==> src/sv/etfi_pkg.sv <==
// Package for the escape-time fractal iterator.
// Holds the sequencer state type, register index codes and saturation helper.
// No dependencies.
package etfi_pkg;

  // Sequencer states, one-hot
  typedef enum logic [5:0] {
    ST_IDLE   = 6'b000001,
    ST_SQ_R   = 6'b000010,
    ST_SQ_I   = 6'b000100,
    ST_CROSS  = 6'b001000,
    ST_UPDATE = 6'b010000,
    ST_DONE   = 6'b100000
  } state_t;

  // Configuration register indexes
  typedef enum logic [1:0] {
    REG_JULIA_MODE     = 2'd0,
    REG_MAX_ITERATIONS = 2'd1,
    REG_JULIA_C_REAL   = 2'd2,
    REG_JULIA_C_IMAG   = 2'd3
  } reg_index_t;

  localparam int unsigned ComponentWidth = 32;
  localparam int unsigned ProductWidth   = 64;
  localparam int unsigned LimitWidth     = 16;

  localparam logic signed [ProductWidth-1:0] CompMax = 64'sh0000_0000_7FFF_FFFF;
  localparam logic signed [ProductWidth-1:0] CompMin = -64'sh0000_0000_8000_0000;

  // Clamp a wide signed value into the 32-bit signed component range
  function automatic logic signed [ComponentWidth-1:0] sat_comp(
    input logic signed [ProductWidth-1:0] v
  );
    logic signed [ComponentWidth-1:0] r;
    if (v > CompMax) begin
      r = CompMax[ComponentWidth-1:0];
    end else if (v < CompMin) begin
      r = CompMin[ComponentWidth-1:0];
    end else begin
      r = v[ComponentWidth-1:0];
    end
    return r;
  endfunction

endpackage

==> src/sv/escape_time_fractal_iterator_top.sv <==
// Escape-time fractal iterator, top level.
// Depends on etfi_pkg for state type, register codes and saturation.
// One shared 32x32 signed multiplier under a small sequencer.
//
// Takes one point (point_real, point_imag, signed fixed point with FRACTION_BITS
// fraction bits) per request and returns how many iterations of z = z*z + c
// were done before |z|^2 reached 4.0 or the count reached max_iterations
// (capped at the largest COUNT_WIDTH-bit value). Mandelbrot mode starts z at 0
// with c the point; Julia mode starts z at the point with c from julia_c_real
// and julia_c_imag. Each iteration forms three products
// (zr*zr, zi*zi, zr*zi) through the single shared multiplier, then an
// update step tests escape and forms the new z with rounding and saturation.
// The escaping iteration still forms its products before the test, and a
// zero limit skips iteration. The default limit is 256. One point is in
// work at a time; in_stall stays high until its result has moved to the
// output register, which then waits for the receiver on its own. The next
// request is taken after that handoff. A blocked output register holds the
// finished point back for as long as the receiver stalls.
module escape_time_fractal_iterator_top
  import etfi_pkg::*;
#(
  parameter int unsigned FRACTION_BITS = 28,
  parameter int unsigned COUNT_WIDTH   = 16
) (
  input  logic                   clk,
  input  logic                   rst,
  // configuration write port
  input  logic                   cfg_write,
  input  logic [1:0]             cfg_index,
  input  logic [31:0]            cfg_data,
  // input channel
  input  logic                   in_valid,
  output logic                   in_stall,
  input  logic signed [31:0]     point_real,
  input  logic signed [31:0]     point_imag,
  // output channel
  output logic                   out_valid,
  input  logic                   out_stall,
  output logic [COUNT_WIDTH-1:0] iteration_count
);

  localparam int unsigned ThrShift  = 2 * FRACTION_BITS + 2;
  localparam bit          CanEscape = (ThrShift < ProductWidth);
  localparam logic [ProductWidth-1:0] Threshold =
    CanEscape ? (64'd1 << ThrShift) : '0;
  localparam logic signed [ProductWidth-1:0] HalfReal = 64'sd1 <<< (FRACTION_BITS - 1);
  localparam logic signed [ProductWidth-1:0] HalfImag = 64'sd1 <<< (FRACTION_BITS - 2);
  localparam int unsigned LimW = (COUNT_WIDTH > LimitWidth) ? COUNT_WIDTH : LimitWidth;
  localparam logic [LimW-1:0] CountMax = LimW'({COUNT_WIDTH{1'b1}});

  // Configuration registers
  logic                     julia_mode;
  logic [LimitWidth-1:0]    max_iterations;
  logic signed [31:0]       julia_c_real;
  logic signed [31:0]       julia_c_imag;

  // Sequencer and datapath registers
  state_t                   state;
  logic [COUNT_WIDTH-1:0]   iter;
  logic signed [31:0]       zr;
  logic signed [31:0]       zi;
  logic signed [31:0]       cr;
  logic signed [31:0]       ci;
  logic signed [63:0]       p_rr;
  logic signed [63:0]       p_ii;
  logic signed [63:0]       p_ri;
  logic signed [63:0]       rnd_r;
  logic [63:0]              mag;

  // Combinational signals
  logic [LimW-1:0]          lim_ext;
  logic [COUNT_WIDTH-1:0]   limit;
  logic signed [31:0]       mul_a;
  logic signed [31:0]       mul_b;
  logic signed [63:0]       prod;
  logic                     escape;
  logic signed [63:0]       sum_r;
  logic signed [63:0]       rnd_i;
  logic signed [63:0]       sum_i;
  logic [COUNT_WIDTH-1:0]   iter_next;
  logic                     in_accept;

  // Cap the limit at what the count can hold
  assign lim_ext = (LimW'(max_iterations) > CountMax) ? CountMax : LimW'(max_iterations);
  assign limit   = lim_ext[COUNT_WIDTH-1:0];

  // Configuration writes
  always_ff @(posedge clk) begin
    if (rst) begin
      julia_mode     <= 1'b0;
      max_iterations <= 16'd256;
      julia_c_real   <= '0;
      julia_c_imag   <= '0;
    end else if (cfg_write) begin
      case (reg_index_t'(cfg_index))
        REG_JULIA_MODE:     julia_mode     <= cfg_data[0];
        REG_MAX_ITERATIONS: max_iterations <= cfg_data[LimitWidth-1:0];
        REG_JULIA_C_REAL:   julia_c_real   <= cfg_data;
        REG_JULIA_C_IMAG:   julia_c_imag   <= cfg_data;
        default: ;
      endcase
    end
  end

  assign in_stall  = (state != ST_IDLE);
  assign in_accept = in_valid && !in_stall;

  // Select operands for the shared multiplier
  always_comb begin
    case (state)
      ST_SQ_R: begin
        mul_a = zr;
        mul_b = zr;
      end
      ST_SQ_I: begin
        mul_a = zi;
        mul_b = zi;
      end
      default: begin
        mul_a = zr;
        mul_b = zi;
      end
    endcase
  end

  assign prod = mul_a * mul_b;

  // Escape test and new components
  assign escape    = CanEscape && (mag >= Threshold);
  assign sum_r     = (rnd_r >>> FRACTION_BITS) + 64'(cr);
  assign rnd_i     = p_ri + HalfImag;
  assign sum_i     = (rnd_i >>> (FRACTION_BITS - 1)) + 64'(ci);
  assign iter_next = iter + 1'b1;

  // Datapath registers
  always_ff @(posedge clk) begin
    case (state)
      ST_IDLE: begin
        if (in_accept) begin
          if (julia_mode) begin
            zr <= point_real;
            zi <= point_imag;
            cr <= julia_c_real;
            ci <= julia_c_imag;
          end else begin
            zr <= '0;
            zi <= '0;
            cr <= point_real;
            ci <= point_imag;
          end
        end
      end
      ST_SQ_R:  p_rr <= prod;
      ST_SQ_I:  p_ii <= prod;
      ST_CROSS: begin
        p_ri  <= prod;
        mag   <= 64'(p_rr) + 64'(p_ii);
        rnd_r <= p_rr - p_ii + HalfReal;
      end
      ST_UPDATE: begin
        if (!escape) begin
          zr <= sat_comp(sum_r);
          zi <= sat_comp(sum_i);
        end
      end
      default: ;
    endcase
  end

  // Sequencer, count and output register
  always_ff @(posedge clk) begin
    if (rst) begin
      state     <= ST_IDLE;
      iter      <= '0;
      out_valid <= 1'b0;
    end else begin
      // drop the taken result unless the handoff reloads the register now
      if (out_valid && !out_stall && (state != ST_DONE)) begin
        out_valid <= 1'b0;
      end
      case (state)
        ST_IDLE: begin
          if (in_accept) begin
            iter  <= '0;
            state <= (limit == '0) ? ST_DONE : ST_SQ_R;
          end
        end
        ST_SQ_R:  state <= ST_SQ_I;
        ST_SQ_I:  state <= ST_CROSS;
        ST_CROSS: state <= ST_UPDATE;
        ST_UPDATE: begin
          if (escape) begin
            state <= ST_DONE;
          end else begin
            iter  <= iter_next;
            state <= (iter_next == limit) ? ST_DONE : ST_SQ_R;
          end
        end
        ST_DONE: begin
          // hand off once the output register is free
          if (!out_valid || !out_stall) begin
            iteration_count <= iter;
            out_valid       <= 1'b1;
            state           <= ST_IDLE;
          end
        end
        default: state <= ST_IDLE;
      endcase
    end
  end

`ifndef SYNTH
  // The count never runs past the limit while a point is in work
  assert property (@(posedge clk) disable iff (rst)
    (state != ST_IDLE) |-> (iter <= limit))
    else $error("iteration count exceeds limit");

  // A new result only appears from the handoff state
  assert property (@(posedge clk) disable iff (rst)
    $rose(out_valid) |-> $past(state == ST_DONE))
    else $error("result appeared outside handoff");

  // A zero limit goes straight to handoff
  assert property (@(posedge clk) disable iff (rst)
    (in_accept && (limit == '0)) |=> (state == ST_DONE))
    else $error("zero limit did not skip iteration");

  // Hold the finished count while the output register is blocked
  assert property (@(posedge clk) disable iff (rst)
    (state == ST_DONE && out_valid && out_stall) |=> (state == ST_DONE && out_valid))
    else $error("finished count lost while output blocked");
`endif

endmodule

==> config.mk <==
export PLATFORM = sky130hd
export DESIGN_NAME = escape_time_fractal_iterator_top
export DESIGN_NICKNAME = d
export VERILOG_FILES = /design/src/sv/etfi_pkg.sv /design/src/sv/escape_time_fractal_iterator_top.sv
export SDC_FILE = /design/constraint.sdc
export NUM_CORES = 2
export LEC_CHECK = 0
export ABC_AREA = 1
export BUFFER_PORTS_ARGS = -buffer_cell sky130_fd_sc_hd__buf_4
export CAP_MARGIN = 0
export CORE_MARGIN = 5
export CORE_UTILIZATION = 45
export CTS_BUF_LIST = sky130_fd_sc_hd__clkbuf_8
export DETAILED_ROUTE_END_ITERATION = 6
export GPL_TIMING_DRIVEN = 0
export SYNTH_ARGS = -nofsm -noshare
export SYNTH_HDL_FRONTEND = slang
export SYNTH_SLANG_ARGS = --single-unit
==> constraint.sdc <==
create_clock -name clk -period 13.32 [get_ports clk]
set_input_delay 0 -clock clk [delete_from_list [all_inputs] [get_ports clk]]
set_output_delay 0 -clock clk [all_outputs]
set_load 0.02 [all_outputs]
==> impl_metrics.yaml <==
cells_and_area:
  final_area_um2: 74500
  area_growth_pct: 9.51
  final-seq-area_um2: 12700
  num-fill-cells: 14900
  final_common_cell: "inv_1"
  layout.core_utilization_pct: 49.7
  layout-drive-gt1-share_pct: 5.12
  fin_nets: 10400
  multi_input_area_um2: 47500
  most-common-layout-cells: "inv_1 (1820), nand2_1 (1648), nor2_1 (1151), fa_1 (1084), ha_1 (446)"
timing:
  timing.final.crit_period_ps: 12000
  fin_skew_ps: 88.2
  whs_ps: 88.6
  fin_crit_sh_pct: 90.1
  slew_violations: 0
  hold_violations: 0
  slew_headroom_pct: 1.40
  rsz0062_at_grt: "false"
  clock.fmax_ghz: 0.0833
  setup_violations: 0
  worst_slew_pin_slew_ps: 1470
  tns_ps: 0
routing:
  wl_per_cell_um: 25.3
  routed_via_density: 5.46
  routed_wl_um: 273000
  vias: 59000
  drc: 0
  dr.pass1.iters: 6
  drt_iter0_markers: 5950
  drtAntennaViolNets: 0
synthesis:
  synth-edff-count: 352
  ys_warn_count: 0
  netlist_area_um2: 68000
  synth_cell_type_count: 60
  syn_nets: 10000
  async_flop_share_pct: 0
  syn_inst: 8386
  ys_seq_elements: 456
  syn_avg_cell_area_um2: 8.11
  synth-seq-area-share_pct: 18.6
  synth_ff_type: "edfxtp_1"
cts:
  post-cts-setup-buffers: 0
  clock_latency_ps: 770
  cts_buffers: 73
  cts.htree.levels: 3
  clockBufferDepth: 3
  cts_tree: "built"
  cts_root_buf: "clkbuf_8"
  path_clk_slew_ps: 70
  cts_sinks: 456
setup_path:
  slowest_delay_ps: 980
  path_max_fanout: 10
  cp-start-kind: "flop"
  crit_top_cell: "fa_1"
  slowest_stage: "o21ai_1"
  cp.arrival_ps: 12450
  path_class: "reg2reg"
  critPathRequiredTime_ps: 13770
  worstSetupEndpointType: "flop"
global_routing:
  track_usage_pct: 34.4
  overflow: 0
  grt_max_degree: 68
  grt_antenna_before_repair: 11
  grt_pass1_wl_um: 396000
  grt_pass1_vias: 59200
floorplan:
  core_um2: 150000
  start_util_pct: 45.3
  dieArea_um2: 159000
  ios: 121
  dieWidth_um: 399
  rows: 142
  fp.dieH_um: 399
flow_run:
  drv_cap: 1
worst_hold_path:
  hp-class: "in2reg"
status:
  status: "finished, violations left"
  violations: "capacitance limit"
placement:
  portBuffers: 119
  place_area_um2: 71600
  routabilityCongestion: 1.02
  hpwl_um: 231000
layer usage:
| metal | GRT usage, % | wire, um |
|---|---|---|
| met5 | 0 | 17 |
| met4 | 12.6 | 12900 |
| met3 | 8.03 | 27900 |
| met2 | 51.7 | 117000 |
| met1 | 48.7 | 115000 |
cell type report:
| class | count | share of cell area [%] |
|---|---|---|
| multi-input combinational | 5879 | 63.8 |
| sequential | 456 | 17.0 |
| inverter | 1825 | 9.21 |
| timing repair buffer | 276 | 3.40 |
| tap | 2016 | 3.39 |
| clock buffer | 76 | 1.40 |
| buffer | 226 | 1.34 |
| clock inverter | 50 | 0.462 |
| antenna | 2 | 0.00672 |
Yosys cell counts, types with 33 or more instances:
cell type  number  share of area [%]
nand4_1        63               0.58
dfxtp_1       104                3.1
nor2_1       1151                6.4
edfxtp_1      352                 16
xnor2_1        77               0.99
o21bai_1       39               0.43
xor2_1        138                1.8
clkbuf_1      141               0.78
inv_1        1802                9.9
fa_1         1085                 32
o21ai_0       283                2.1
nand2_1      1648                9.1
buf_2          66               0.49
o21ai_2        33               0.43
nor3_1         54               0.40
nand3_1       157                1.2
a21oi_1       409                3.0
ha_1          446                8.2
flip-flops by register name, summed over array words and instances (netlist names), 6 cells and up:
register / flops
p_ii: 64
p_rr: 64
p_ri: 38
rnd_r: 36
ci: 32
cr: 32
julia_c_imag: 32
julia_c_real: 32
zi: 32
zr: 32
iter: 16
iteration_count: 16
max_iterations: 16
mag: 6
state: 6
worst paths after layout:
| check | startpoint | endpoint | slack [ps] | cells past startpoint |
|---|---|---|---|---|
| worst min-delay path | cfg_data[2] | max_iterations[2] | 90 | 4 |
| worst max register to register | state[3] | p_rr[63] | 1320 | 30 |
| worst max-delay path | state[3] | p_rr[63] | 1320 | 30 |
| worst min register to register | julia_c_imag[4] | julia_c_imag[4] | 460 | 2 |
per-stage QoR:
| stage | setup slack, ps | std cells |
|---|---|---|
| CTS | 1610 | 10800 |
| global route | 832 | 10800 |
| detailed placement | 1740 | 10500 |
| floorplan | 3030 | 8386 |
| finish | 1320 | 10800 |
| global placement | -1380 | 10500 |
what timing repair did:
| item | CTS | global route |
|---|---|---|
| gates resized for setup | 0 | 0 |
| hold buffers | 144 | 0 |
| hold endpoints to repair | 247 | 0 |
logic make-up after synthesis:
logic type               share of synthesized area, %
AO/OA/AOI/OAI                                    7.57
flip-flops                                       18.6
XOR/XNOR                                         2.87
adder cells (fa/ha/maj)                          40.2
buffers and inverters                            11.5
AND/OR/NAND/NOR                                  18.7
multiplexers                                    0.513
critical path, delay by kind of cell, from the launching register on:
| kind | cells | cell delay [ps] |
|---|---|---|
| buffers and inverters | 9 | 2430 |
| AND/OR/NAND/NOR | 6 | 1280 |
| adder cells (fa/ha/maj) | 9 | 4930 |
| XOR/XNOR | 1 | 360 |
| flip-flops | 1 | 350 |
| AO/OA/AOI/OAI | 5 | 2280 |
Power is not shown: default switching activity piles up to over one toggle a cycle in this logic, so the estimate is an artifact.
